`config.mk`:
```
export PLATFORM = sky130hd
export DESIGN_NAME = wheel_speed_from_capture_flat
export DESIGN_NICKNAME = d
export VERILOG_FILES = /design/src/hw/rtl/wsfc_pkg.sv /design/src/hw/rtl/wsfc_if.sv /design/src/hw/rtl/wsfc_div.sv /design/src/hw/rtl/wheel_speed_from_capture.sv /design/src/flat_wrapper.sv
export SDC_FILE = /design/constraint.sdc
export NUM_CORES = 1
export LEC_CHECK = 0
export BUFFER_PORTS_ARGS = -buffer_cell sky130_fd_sc_hd__buf_2
export CORE_MARGIN = 5
export CORE_UTILIZATION = 43
export CTS_CLUSTER_SIZE = 24
export DETAILED_ROUTE_END_ITERATION = 8
export GPL_TIMING_DRIVEN = 1
export PLACE_DENSITY = 0.56
export SYNTH_ARGS = -nofsm -noshare
export SYNTH_HDL_FRONTEND = slang
export SYNTH_SLANG_ARGS = --single-unit
```
`constraint.sdc`:
```
create_clock -name clk_i -period 13.8 [get_ports clk_i]
set_input_delay 0 -clock clk_i [delete_from_list [all_inputs] [get_ports clk_i]]
set_output_delay 0 -clock clk_i [all_outputs]
set_load 0.03 [all_outputs]
```
`src/hw/rtl/wsfc_pkg.sv`:
```
// ---------------------------------------------------------------------------
// wsfc_pkg
// Shared types and constants of the front wheel speed tachometer.
// ---------------------------------------------------------------------------
package wsfc_pkg;

  localparam int unsigned CounterBitsDef  = 16;
  localparam int unsigned OverflowBitsDef = 32;

  localparam int unsigned CmdW     = 2;
  localparam int unsigned ChanW    = 2;
  localparam int unsigned CapW     = 16;
  localparam int unsigned SpeedW   = 8;
  localparam int unsigned NumW     = 40;
  localparam int unsigned TmoW     = 16;
  localparam int unsigned WheelW   = 16;
  localparam int unsigned CfgIdxW  = 1;
  localparam int unsigned CfgDataW = NumW;

  localparam logic [NumW-1:0] NumReset = NumW'(368640000);
  localparam logic [TmoW-1:0] TmoReset = TmoW'(100);

  typedef enum logic [CmdW-1:0] {
    CmdCapture  = 2'd0,
    CmdOverflow = 2'd1,
    CmdMsTick   = 2'd2
  } cmd_e;

  typedef enum logic [CfgIdxW-1:0] {
    CfgSpeedNum = 1'b0,
    CfgTimeout  = 1'b1
  } cfg_idx_e;

  typedef enum logic [1:0] {
    StIdle,
    StDiv,
    StEmit
  } state_e;

endpackage

```
`src/hw/rtl/wsfc_if.sv`:
```
// ---------------------------------------------------------------------------
// wsfc_if
// Valid/ready channels for requests into and results out of the tachometer.
// ---------------------------------------------------------------------------
interface wsfc_in_if;
  logic                        valid;
  logic                        ready;
  logic [wsfc_pkg::CmdW-1:0]   command;
  logic [wsfc_pkg::ChanW-1:0]  channel;
  logic [wsfc_pkg::CapW-1:0]   capture_value;

  modport source (output valid, command, channel, capture_value, input ready);
  modport sink   (input valid, command, channel, capture_value, output ready);
endinterface

interface wsfc_out_if;
  logic                         valid;
  logic                         ready;
  logic [wsfc_pkg::SpeedW-1:0]  speed_kmh;
  logic                         timed_out;

  modport source (output valid, speed_kmh, timed_out, input ready);
  modport sink   (input valid, speed_kmh, timed_out, output ready);
endinterface

```
`src/hw/rtl/wsfc_div.sv`:
```
// ---------------------------------------------------------------------------
// wsfc_div
// Restoring radix-2 divider, one quotient bit per cycle, result saturated
// to the wheel speed width.
// ---------------------------------------------------------------------------
module wsfc_div #(
  parameter int unsigned DenW = 48
) (
  input  logic                        clk_i,
  input  logic                        rst_ni,
  input  logic                        start_i,
  input  logic [wsfc_pkg::NumW-1:0]   num_i,
  input  logic [DenW-1:0]             den_i,
  output logic                        busy_o,
  output logic                        done_o,
  output logic [wsfc_pkg::WheelW-1:0] quot_o
);
  import wsfc_pkg::*;

  localparam int unsigned CntW = $clog2(NumW + 1);

  logic [CntW-1:0]   cnt_q, cnt_d;
  logic              done_q, done_d;
  logic [NumW-1:0]   num_q;
  logic [DenW-1:0]   den_q;
  logic [DenW-1:0]   rem_q;
  logic [WheelW-1:0] quot_q;
  logic              sat_q;

  logic [DenW:0]     trial;
  logic [DenW:0]     diff;
  logic              ge;

  assign trial = {rem_q, num_q[NumW-1]};
  assign diff  = trial - {1'b0, den_q};
  assign ge    = ~diff[DenW];

  always_comb begin
    cnt_d  = cnt_q;
    done_d = 1'b0;
    if (start_i) begin
      cnt_d = CntW'(NumW);
    end else if (cnt_q != '0) begin
      cnt_d  = cnt_q - CntW'(1);
      done_d = (cnt_q == CntW'(1));
    end
  end

  always_ff @(posedge clk_i or negedge rst_ni) begin
    if (!rst_ni) begin
      cnt_q  <= '0;
      done_q <= 1'b0;
    end else begin
      cnt_q  <= cnt_d;
      done_q <= done_d;
    end
  end

  always_ff @(posedge clk_i) begin
    if (start_i) begin
      num_q  <= num_i;
      den_q  <= den_i;
      rem_q  <= '0;
      quot_q <= '0;
      sat_q  <= 1'b0;
    end else if (cnt_q != '0) begin
      num_q  <= {num_q[NumW-2:0], 1'b0};
      rem_q  <= ge ? diff[DenW-1:0] : trial[DenW-1:0];
      quot_q <= {quot_q[WheelW-2:0], ge};
      sat_q  <= sat_q | quot_q[WheelW-1];
    end
  end

  assign busy_o = (cnt_q != '0);
  assign done_o = done_q;
  assign quot_o = sat_q ? '1 : quot_q;

endmodule

```
`src/hw/rtl/wheel_speed_from_capture.sv`:
```
// ---------------------------------------------------------------------------
// wheel_speed_from_capture
// Front wheel tachometer: overflow-extended capture intervals, a serial
// divider for wheel speed, averaged report per capture and a ms watchdog.
// ---------------------------------------------------------------------------
//  port    | dir | handshake     | payload
//  in_i    | in  | valid/ready   | command, channel, capture_value
//  out_o   | out | valid/ready   | speed_kmh, timed_out
//  cfg_*   | in  | write enable  | cfg_idx_i, cfg_wdata_i
//
//  front capture: starts the 40-step serial divider (one quotient bit
//  per cycle); the result goes from StDiv via StEmit to the output register
//  overflow and quiet ms tick: no result, state stays idle; rear capture,
//  zero-interval capture and firing ms tick: straight to StEmit, no divide
//  requests are taken only in the idle state, one at a time
//  results sit in an output register; while it is stalled, the next result
//  waits and no request is taken until that result is loaded
//  reset clears control state and counters and loads register defaults
// ---------------------------------------------------------------------------
module wheel_speed_from_capture #(
  parameter int unsigned COUNTER_BITS  = wsfc_pkg::CounterBitsDef,
  parameter int unsigned OVERFLOW_BITS = wsfc_pkg::OverflowBitsDef
) (
  input  logic                          clk_i,
  input  logic                          rst_ni,
  wsfc_in_if.sink                       in_i,
  wsfc_out_if.source                    out_o,
  input  logic                          cfg_we_i,
  input  logic [wsfc_pkg::CfgIdxW-1:0]  cfg_idx_i,
  input  logic [wsfc_pkg::CfgDataW-1:0] cfg_wdata_i
);
  import wsfc_pkg::*;

  localparam int unsigned TickW = COUNTER_BITS + OVERFLOW_BITS;

  state_e state_q, state_d;

  logic [NumW-1:0]          num_q;
  logic [TmoW-1:0]          tmo_q;
  logic [OVERFLOW_BITS-1:0] ovf_total_q;
  logic [COUNTER_BITS-1:0]  last_cap_q [2];
  logic [OVERFLOW_BITS-1:0] snap_q [2];
  logic [WheelW-1:0]        wspeed_q [2];
  logic [TmoW-1:0]          idle_q;
  logic                     armed_q;
  logic                     chan_q;
  logic                     pend_tmo_q;

  logic                     out_valid_q;
  logic [SpeedW-1:0]        out_speed_q;
  logic                     out_tmo_q;

  logic                     accept;
  logic                     in_ready;
  logic                     is_cap, is_ovf, is_tick, front;
  logic                     ch;
  logic [COUNTER_BITS-1:0]  cap_val;
  logic [COUNTER_BITS-1:0]  cnt_diff;
  logic                     borrow;
  logic [OVERFLOW_BITS-1:0] ovf_raw;
  logic [OVERFLOW_BITS-1:0] ovf_hi;
  logic                     ticks_ok;
  logic [TickW-1:0]         ticks;
  logic [TmoW-1:0]          idle_inc;
  logic                     fire;
  logic                     div_start;
  logic                     div_busy;
  logic                     div_done;
  logic [WheelW-1:0]        div_quot;
  logic                     out_load;
  logic [WheelW:0]          speed_sum;

  assign accept  = in_i.valid & in_ready;
  assign is_cap  = (cmd_e'(in_i.command) == CmdCapture);
  assign is_ovf  = (cmd_e'(in_i.command) == CmdOverflow);
  assign is_tick = (cmd_e'(in_i.command) == CmdMsTick);
  assign front   = ~in_i.channel[1];
  assign ch      = in_i.channel[0];
  assign cap_val = COUNTER_BITS'(in_i.capture_value);

  assign cnt_diff = cap_val - last_cap_q[ch];
  assign borrow   = cap_val < last_cap_q[ch];
  assign ovf_raw  = ovf_total_q - snap_q[ch];
  assign ovf_hi   = ovf_total_q - snap_q[ch] - OVERFLOW_BITS'(borrow);
  assign ticks    = {ovf_hi, cnt_diff};
  assign ticks_ok = borrow ? (ovf_raw != '0) : ((ovf_raw != '0) || (cnt_diff != '0));

  assign idle_inc = (idle_q == '1) ? idle_q : idle_q + TmoW'(1);
  assign fire     = armed_q & (idle_inc >= tmo_q);

  assign speed_sum = {1'b0, wspeed_q[0]} + {1'b0, wspeed_q[1]};

  wsfc_div #(
    .DenW (TickW)
  ) u_div (
    .clk_i   (clk_i),
    .rst_ni  (rst_ni),
    .start_i (div_start),
    .num_i   (num_q),
    .den_i   (ticks),
    .busy_o  (div_busy),
    .done_o  (div_done),
    .quot_o  (div_quot)
  );

  always_comb begin
    state_d   = state_q;
    in_ready  = 1'b0;
    div_start = 1'b0;
    out_load  = 1'b0;
    unique case (state_q)
      StIdle: begin
        in_ready = 1'b1;
        if (in_i.valid) begin
          if (is_cap) begin
            if (front && ticks_ok) begin
              div_start = 1'b1;
              state_d   = StDiv;
            end else begin
              state_d = StEmit;
            end
          end else if (is_tick && fire) begin
            state_d = StEmit;
          end
        end
      end
      StDiv: begin
        if (div_done) begin
          state_d = StEmit;
        end
      end
      StEmit: begin
        if (!out_valid_q || out_o.ready) begin
          out_load = 1'b1;
          state_d  = StIdle;
        end
      end
      default: state_d = StIdle;
    endcase
  end

  always_ff @(posedge clk_i or negedge rst_ni) begin
    if (!rst_ni) begin
      state_q <= StIdle;
    end else begin
      state_q <= state_d;
    end
  end

  always_ff @(posedge clk_i or negedge rst_ni) begin
    if (!rst_ni) begin
      num_q       <= NumReset;
      tmo_q       <= TmoReset;
      ovf_total_q <= '0;
      last_cap_q  <= '{default: '0};
      snap_q      <= '{default: '0};
      wspeed_q    <= '{default: '0};
      idle_q      <= '0;
      armed_q     <= 1'b0;
      pend_tmo_q  <= 1'b0;
      out_valid_q <= 1'b0;
    end else begin
      if (cfg_we_i) begin
        unique case (cfg_idx_e'(cfg_idx_i))
          CfgSpeedNum: num_q <= cfg_wdata_i[NumW-1:0];
          CfgTimeout:  tmo_q <= cfg_wdata_i[TmoW-1:0];
          default: ;
        endcase
      end
      if (accept) begin
        if (is_cap) begin
          idle_q     <= '0;
          armed_q    <= 1'b1;
          pend_tmo_q <= 1'b0;
          if (front) begin
            last_cap_q[ch] <= cap_val;
            snap_q[ch]     <= ovf_total_q;
          end
        end else if (is_ovf) begin
          ovf_total_q <= ovf_total_q + OVERFLOW_BITS'(1);
        end else if (is_tick && armed_q) begin
          idle_q <= idle_inc;
          if (fire) begin
            armed_q    <= 1'b0;
            pend_tmo_q <= 1'b1;
          end
        end
      end
      if (state_q == StDiv && div_done) begin
        wspeed_q[chan_q] <= div_quot;
      end
      if (out_load) begin
        out_valid_q <= 1'b1;
      end else if (out_o.ready) begin
        out_valid_q <= 1'b0;
      end
    end
  end

  always_ff @(posedge clk_i) begin
    if (accept) begin
      chan_q <= ch;
    end
    if (out_load) begin
      out_speed_q <= pend_tmo_q ? '0 : speed_sum[WheelW:WheelW-SpeedW+1];
      out_tmo_q   <= pend_tmo_q;
    end
  end

  assign in_i.ready      = in_ready;
  assign out_o.valid     = out_valid_q;
  assign out_o.speed_kmh = out_speed_q;
  assign out_o.timed_out = out_tmo_q;

`ifndef SYNTH
  a_idle_div_quiet: assert property (@(posedge clk_i) disable iff (!rst_ni)
    (state_q == StIdle) |-> !div_busy)
    else $error("divider busy while idle");

  a_done_in_div: assert property (@(posedge clk_i) disable iff (!rst_ni)
    div_done |-> (state_q == StDiv))
    else $error("divider done outside divide state");

  a_timeout_zero: assert property (@(posedge clk_i) disable iff (!rst_ni)
    (out_valid_q && out_tmo_q) |-> (out_speed_q == '0))
    else $error("timeout result with nonzero speed");

  a_fire_disarms: assert property (@(posedge clk_i) disable iff (!rst_ni)
    (accept && is_tick && fire) |=> (!armed_q && state_q == StEmit))
    else $error("watchdog did not disarm and report");
`endif

endmodule
```
`src/flat_wrapper.sv`:
```
// flat-port wrapper written by rule: the top's interface ports become plain ports
module wheel_speed_from_capture_flat import wsfc_pkg::*;
#(
  parameter int unsigned COUNTER_BITS  = wsfc_pkg::CounterBitsDef,
  parameter int unsigned OVERFLOW_BITS = wsfc_pkg::OverflowBitsDef
)
  (clk_i, rst_ni, cfg_we_i, cfg_idx_i, cfg_wdata_i, in_i_valid, in_i_command, in_i_channel, in_i_capture_value, in_i_ready, out_o_valid, out_o_speed_kmh, out_o_timed_out, out_o_ready);
  wsfc_in_if in_i_i ();
  wsfc_out_if out_o_i ();
  input  logic clk_i;
  input  logic rst_ni;
  input  logic cfg_we_i;
  input  logic [wsfc_pkg::CfgIdxW-1:0] cfg_idx_i;
  input  logic [wsfc_pkg::CfgDataW-1:0] cfg_wdata_i;
  input wire logic [$bits(in_i_i.valid)-1:0] in_i_valid;
  input wire logic [$bits(in_i_i.command)-1:0] in_i_command;
  input wire logic [$bits(in_i_i.channel)-1:0] in_i_channel;
  input wire logic [$bits(in_i_i.capture_value)-1:0] in_i_capture_value;
  output wire logic [$bits(in_i_i.ready)-1:0] in_i_ready;
  output wire logic [$bits(out_o_i.valid)-1:0] out_o_valid;
  output wire logic [$bits(out_o_i.speed_kmh)-1:0] out_o_speed_kmh;
  output wire logic [$bits(out_o_i.timed_out)-1:0] out_o_timed_out;
  input wire logic [$bits(out_o_i.ready)-1:0] out_o_ready;
  assign in_i_i.valid = in_i_valid;
  assign in_i_i.command = in_i_command;
  assign in_i_i.channel = in_i_channel;
  assign in_i_i.capture_value = in_i_capture_value;
  assign in_i_ready = in_i_i.ready;
  assign out_o_valid = out_o_i.valid;
  assign out_o_speed_kmh = out_o_i.speed_kmh;
  assign out_o_timed_out = out_o_i.timed_out;
  assign out_o_i.ready = out_o_ready;
  wheel_speed_from_capture #(.COUNTER_BITS(COUNTER_BITS), .OVERFLOW_BITS(OVERFLOW_BITS)) u_core (.clk_i(clk_i), .rst_ni(rst_ni), .in_i(in_i_i), .out_o(out_o_i), .cfg_we_i(cfg_we_i), .cfg_idx_i(cfg_idx_i), .cfg_wdata_i(cfg_wdata_i));
endmodule
```
### Word level (Yosys, flattened, before mapping)

Cells that the tools add are included.

| cells by class | value |
|---|---|
| add/sub/neg operators | 8 |
| $mul | 0 |
| div/mod/pow operators | 0 |
| $lt $le $gt $ge | 6 |
| equal/unequal tests | 11 |
| shifts and indexed selects | 0 |
| mux-type cells | 52 |
| bitwise gates (word level) | 9 |
| reduce and logical (&&, ||, !) cells | 25 |

Operators with widths:

| cell | number |
|---|---|
| $mux 16 | 10 |
| $mux 32 | 4 |
| $mux 40 | 2 |
| $bwmux 32 | 2 |
| $bwmux 64 | 1 |
| $sub 49x48->49 | 1 |
| $mux 48 | 1 |
| $add 32x1->32 const B | 1 |
| $demux 16 s1 | 2 |
| $demux 32 s1 | 1 |
| $reduce_bool 32->1 | 1 |
| $sub 32x1->32 | 1 |
| $sub 32x32->32 | 1 |
| $mux 1 | 20 |
| $add 16x16->17 | 1 |
| $add 16x1->16 const B | 1 |
| $eq 16x16->1 const B | 1 |
| $ge 16x16->1 | 1 |
| $lt 16x16->1 | 1 |
| $reduce_bool 16->1 | 1 |
| $sub 16x16->16 | 1 |
| $mux 2 | 6 |
| $mux 6 | 2 |
| $reduce_and 3->1 | 3 |
| other kinds (22) | 45 |

| storage, ports and cells | value |
|---|---|
| register bits after elaboration | 407 |
| bits in latches | 0 |
| memory bits (writable) | 0 |
| memory bits (read-only) | 0 |
| bits of input ports | 66 |
| output and inout bits | 11 |
| logic and storage cells | 135 |
| memories | 0 |

### Logic depth before layout (Yosys ltp)

| logic depth | value |
|---|---|
| depth in word-level cells | 14 |
| gate-level depth with buffers | 22 |

### By module

Synthesis repeated with hierarchy kept, for this count alone.

| unflattened totals | value |
|---|---|
| cells, all modules | 2380 |
| area total of the unflattened synthesis | 24156.9 µm² |

By module, submodules not included:

| module | times used | cells each | area each (µm²) | sequential area each (µm²) |
|---|---|---|---|---|
| wheel_speed_from_capture | 1 | 1349 | 14654.1 | 6246.0 |
| wsfc_div | 1 | 1031 | 9502.9 | 4119.0 |

### Worst setup path after synthesis

No wires, ideal clock.

| timing | value |
|---|---|
| path type | input to register |
| start | input port in_i_channel[0] |
| end | register u_core.u_div.num_q[0], enable pin |
| setup time | 0.493 ns |
| arrival | 6.481 ns |
| path slack | 6.826 ns |
| cell stages on the path | 15 |
| path through | clkbuf_1 -> clkbuf_1 -> clkbuf_1 -> mux2i_1 -> fa_1 -> a211oi_1 -> o211ai_1 -> and3b_1 -> or3_1 -> xor2_1 -> or4_1 -> clkbuf_1 -> a211o_1 -> nor3_1 -> o21ai_0 |

| between the ends | value |
|---|---|
| cells in the longest elaborated chain, start to end | 14 |
| elaborated cells between the ends (all ways) | 20 |
| classes of those cells | 2 x add/sub; 1 x order compare; 11 x mux; 1 x bitwise; 5 x reduce/logical |

RTL lines:

| what | line | text |
|---|---|---|
| start, declared | flat_wrapper.sv:17 | `input wire logic [$bits(in_i_i.channel)-1:0] in_i_channel;` |
| $not 1->2 (implied by the code) * | wheel_speed_from_capture.sv:81, wheel_speed_from_capture.sv:82, wheel_speed_from_capture.sv:83 |  |
| $mux 32 (implied by the code) or $mux 16 (tied branches) (3 in a row) | wheel_speed_from_capture.sv:83, wheel_speed_from_capture.sv:81, wheel_speed_from_capture.sv:82 |  |
| $sub 32x32->32 or $sub 16x16->16 (tied branches) | wheel_speed_from_capture.sv:83, wheel_speed_from_capture.sv:81 |  |
| $reduce_bool 32->1 or $reduce_bool 16->1 (tied branches) | wheel_speed_from_capture.sv:86 | `assign ticks_ok = borrow ? (ovf_raw != '0) : ((ovf_raw != '0) \|\| (cnt_diff != '0));` |
| $logic_or 1x1->1 | wheel_speed_from_capture.sv:86 |  |
| $mux 1 * | wheel_speed_from_capture.sv:86 |  |
| $logic_and 1x1->1 * | wheel_speed_from_capture.sv:116 | `if (front && ticks_ok) begin` |
| $mux 1 * | wheel_speed_from_capture.sv:116 |  |
| $mux 1 * | wheel_speed_from_capture.sv:115 | `if (is_cap) begin` |
| $mux 1 * | wheel_speed_from_capture.sv:114 | `if (in_i.valid) begin` |
| $mux 1 * | wheel_speed_from_capture.sv:111 | `unique case (state_q)` |
| $reduce_bool 2->1 (no source line) * | n/a |  |
| end signal, assigned | wsfc_div.sv:61 | `num_q <= num_i;` |
| end signal, assigned | wsfc_div.sv:67 | `num_q <= {num_q[NumW-2:0], 1'b0};` |
| end, declared | wsfc_div.sv:24 | `logic [NumW-1:0] num_q;` |

Every way passes the cells marked *; elsewhere a longest branch is shown, timed or not. The select of a mux whose other input is x is not followed.
A chain may end at the register's enable or synchronous reset.

### Final worst setup path

| timing | value |
|---|---|
| start | input port in_i_channel[0] |
| end | register u_core.u_div.num_q[21], data pin |

| between the ends | value |
|---|---|
| cells in the longest elaborated chain, start to end | 14 |
| elaborated cells between the ends (all ways) | 20 |
| classes of those cells | 2 x add/sub; 1 x order compare; 12 x mux; 1 x bitwise; 4 x reduce/logical |

RTL lines:

| what | line | text |
|---|---|---|
| $not 1->2 (implied by the code) * | wheel_speed_from_capture.sv:81, wheel_speed_from_capture.sv:82, wheel_speed_from_capture.sv:83 |  |
| $mux 32 (implied by the code) or $mux 16 (tied branches) (3 in a row) | wheel_speed_from_capture.sv:83, wheel_speed_from_capture.sv:81, wheel_speed_from_capture.sv:82 |  |
| $sub 32x32->32 or $sub 16x16->16 (tied branches) | wheel_speed_from_capture.sv:83, wheel_speed_from_capture.sv:81 |  |
| $reduce_bool 32->1 or $reduce_bool 16->1 (tied branches) | wheel_speed_from_capture.sv:86 |  |
| $logic_or 1x1->1 | wheel_speed_from_capture.sv:86 |  |
| $mux 1 * | wheel_speed_from_capture.sv:86 |  |
| $logic_and 1x1->1 * | wheel_speed_from_capture.sv:116 |  |
| $mux 1 * | wheel_speed_from_capture.sv:116 |  |
| $mux 1 * | wheel_speed_from_capture.sv:115 |  |
| $mux 1 * | wheel_speed_from_capture.sv:114 |  |
| $mux 1 * | wheel_speed_from_capture.sv:111 |  |
| $mux 40 * | wsfc_div.sv:60 | `if (start_i) begin` |

Marked as above.

==> key figures <==
Synth
  – Largest cells by area after synthesis: dfrtp_1, edfxtp_1, mux2_2
  – EDFF count, synth: 98
  – Post-synthesis cell type count: 85
  – Synthesized area per cell: 9.96 sq um
  – Mapped Cells: 2418
  – Yosys reg bits: 407
  – Top_reg_cell synth: dfrtp_1
  – Synth Cell Area: 0.0241 sq mm
  – Synthesis Warnings: 0
  – Seq/Total Area, Yosys: 43.0%
  – Net Count, Synth: 2620
  – Async set or reset register ratio after synthesis: 60.0%
  – Yosys top cell by area: dfrtp_1
  – Post-synth top area share: 24.1%

STA
  – RSZ-0062 raised after global routing: no
  – Final hold slack: 11.4 ps
  – Worst Tran Pin Value: 1180 ps
  – Normalized max-slew margin: 21.2%
  – Max Clock Skew: 25.9 ps
  – Period minus WS final: 6850 ps
  – Setup TNS: 0 ps
  – Setup violations, final: 0
  – Fmax achieved: 0.146 GHz
  – Final slew viol count: 0
  – Final Hold Viols: 0
  – Period utilisation layout: 49.6%

Floorplan
  – Die Y: 247 um
  – Die footprint: 0.0609 sq mm
  – FP Rows: 86
  – I/O pin count: 77
  – Core ar.: 0.0553 sq mm
  – Initial Util: 43.6%
  – Die W: 247 um

Detailed routing
  – Drt first pass iters: 5
  – Post-Route WL: 54100 um
  – Overall via count from detail_route: 17932
  – Post-route DRC: 0
  – ANT nets after route: 0
  – Routed vias/inst: 5.45
  – Starting DRT DRC Count: 978
  – DR WL/cell: 16.4 um

CTS
  – Sink Count: 407
  – CTS Buffer Depth: 3
  – Post-CTS Setup Repair Bufs: 0
  – H-Tree Depth: 2
  – TritonCTS Buffers: 48
  – Root Buffer: clkbuf_16
  – Clk Latency, worst-skew pair: 590 ps
  – Post_cts resized: 0
  – Reg clk slew, reported paths: 60 ps
  – CTS tree: built

GRT
  – Vias in the first global route: 17743
  – Gr ovfl total: 0
  – M3 GR Usage: 2.69%
  – Largest net degree at the start of global routing: 166
  – Met2 Usage GRT: 28.8%
  – Initial antenna violation count: 0
  – Gr usage total: 17.7%
  – GRT busiest layer: met2
  – GR met1 Demand/Resource: 25.3%
  – First-pass GRT wire length: 91100 um

Layout
  – Register area: 0.0104 sq mm
  – # fillers: 5181
  – Area growth, synth to finish: 13.8%
  – Inserted Diodes: 0
  – Post-layout nets: 2706
  – Area of the multi-input gates: 0.0129 sq mm
  – Layout cells sized above 1: 15.9%
  – Non-Filler Instances: 3291

Placement
  – I/O Buffers: 76
  – Placed cell count: 3136
  – GPL Wtd Cong: 0.871
  – DPL Wire Length: 37600 um

Power and ir drop
  – Pwr Total: 5.80 mW
  – Cell Pwr Density: 212 mW/mm^2
  – P_leak: 12.4 nW
  – Worst VDD drop: 0.000132 V

Critical path
  – Data arrival, critical path: 7180 ps
  – Critical Path RT: 14130 ps
  – Worst Setup Start Kind: primary input
  – Worst R2R Setup Slack: 7840 ps
  – WS Path Type: in -> reg
  – Type of element capturing the critical path: flip-flop
  – Largest fanout on the critical path: 80

Worst hold path
  – Worst hold path class: in -> async

Flow run
  – Max_cap viols: 0

Status
  – Outcome: complete, no violations
## per-layer routing
layer / vias to the layer above / share of wire [%] / routed length [um]
met1: 8722 / 49 / 26300
met2: 202 / 47 / 25300
li1: 8944 / - / -
met4: 0 / 1.8 / 953
met5: - / 0 / 0
met3: 64 / 2.9 / 1590
## final timing paths
kind	start	cells past startpoint	endpoint
worst max-delay path	in_i_channel[0]	17	u_core.u_div.num_q[21]
worst min-delay path	rst_ni	2	u_core.snap_q[6]
worst max register to register	u_core.ovf_total_q[0]	14	u_core.u_div.num_q[21]
worst min register to register	u_core.u_div.quot_q[9]	2	u_core.u_div.quot_q[9]
max in group asynchronous	rst_ni	3	u_core.wspeed_q[23]
min in group clk_i	in_i_command[0]	3	u_core.ovf_total_q[0]
## where the power goes
part           total (mW)  switching, mW  internal [mW]
combinational        2.65           1.47           1.17
clock                1.32          0.509          0.809
sequential           1.84          0.196           1.64
total                5.80           2.18           3.62
## sequential cells by signal (all words and copies together) (netlist names)
| signal | flops |
|---|---|
| u_core.out_o.valid | 1 |
| u_core.pend_tmo_q | 1 |
| u_core.state_q | 2 |
| u_core.chan_q | 1 |
| u_core.u_div.num_q | 40 |
| u_core.snap_q | 64 |
| u_core.u_div.sat_q | 1 |
| u_core.u_div.rem_q | 48 |
| u_core.armed_q | 1 |
| u_core.ovf_total_q | 32 |
| u_core.u_div.done_o | 1 |
| u_core.idle_q | 16 |
| u_core.out_o.speed_kmh | 8 |
| u_core.out_o.timed_out | 1 |
| u_core.u_div.den_q | 48 |
| u_core.tmo_q | 16 |
| u_core.num_q | 40 |
| u_core.u_div.cnt_q | 6 |
| u_core.last_cap_q | 32 |
| u_core.u_div.quot_q | 16 |
| u_core.wspeed_q | 32 |
## critical path, stage by stage
cell and delay [ps]:
dlygate4sd3_1 550, buf_2 580, buf_4 640, mux2_2 290, ha_1 140, inv_1 50
fa_1 410, a211oi_1 550, o211ai_1 260, and3b_1 250, or3_1 350, xor2_1 340
or4_1 300, a211o_1 180, o311a_4 810, buf_4 910, mux2_2 430
## cells by family (layout without fill, tap and decap cells)
logic type               after synthesis  after routing  synth area share [%]
AND/OR/NAND/NOR                      717            717                  14.4
flip-flops                           407            407                  43.0
adder cells (fa/ha/maj)              136            136                  7.16
multiplexers                         257            257                  11.9
buffers and inverters                223            348                  3.77
AO/OA/AOI/OAI                        532            532                  14.4
XOR/XNOR                             146            146                  5.31
## synthesized netlist by cell type (9+ instances only)
master	n
ha_1	133
o211ai_1	13
dfxtp_1	65
nand2b_1	17
o21ai_0	83
nand4_1	25
and4_1	9
a211o_1	9
inv_1	105
a211oi_1	55
nor2_1	200
a31oi_1	33
buf_2	12
nand2_1	178
or4_1	10
and2_1	17
nor3_1	64
dfstp_2	12
nand3_1	67
a21oi_1	161
o21a_1	15
dfrtp_1	232
and3_1	49
nor2b_1	26
or2_2	10
xor2_1	56
o31ai_1	14
a21o_1	63
or3_1	12
mux2_2	184
mux2_4	15
mux2i_1	58
edfxtp_1	98
clkbuf_1	89
xnor2_1	90
## cell usage in the layout (no fill, tap or decap), types with 75 or more instances in the layout
cell type	n
a21oi_1	161
buf_2	75
dfrtp_1	232
edfxtp_1	98
ha_1	133
inv_1	105
mux2_2	184
nand2_1	178
nor2_1	198
o21ai_0	82
xnor2_1	90
## through the flow
step	area [sq um]	utilization [%]	worst slack, ps
floorplan	24100	-	6830
global placement	25100	45.3	7010
detailed placement	25100	45.3	6860
CTS	27400	49.6	6880
global route	27400	49.6	6530
finish	27400	49.6	6950
## timing repair
item	4_1_cts	5_1_grt
hold buffers	66	0
hold endpoints to repair	178	0
setup endpoints to repair	0	0
## cell type report
type,instances,share of cell area [%]
multi-input cells,1788,47.0
flip-flops and latches,407,37.8
clock buffers,75,5.35
repair buffers,154,4.21
well taps,748,3.41
inverters,105,1.44
clock inverters,14,0.808
No activity file was read; power rests on OpenSTA's default activity.
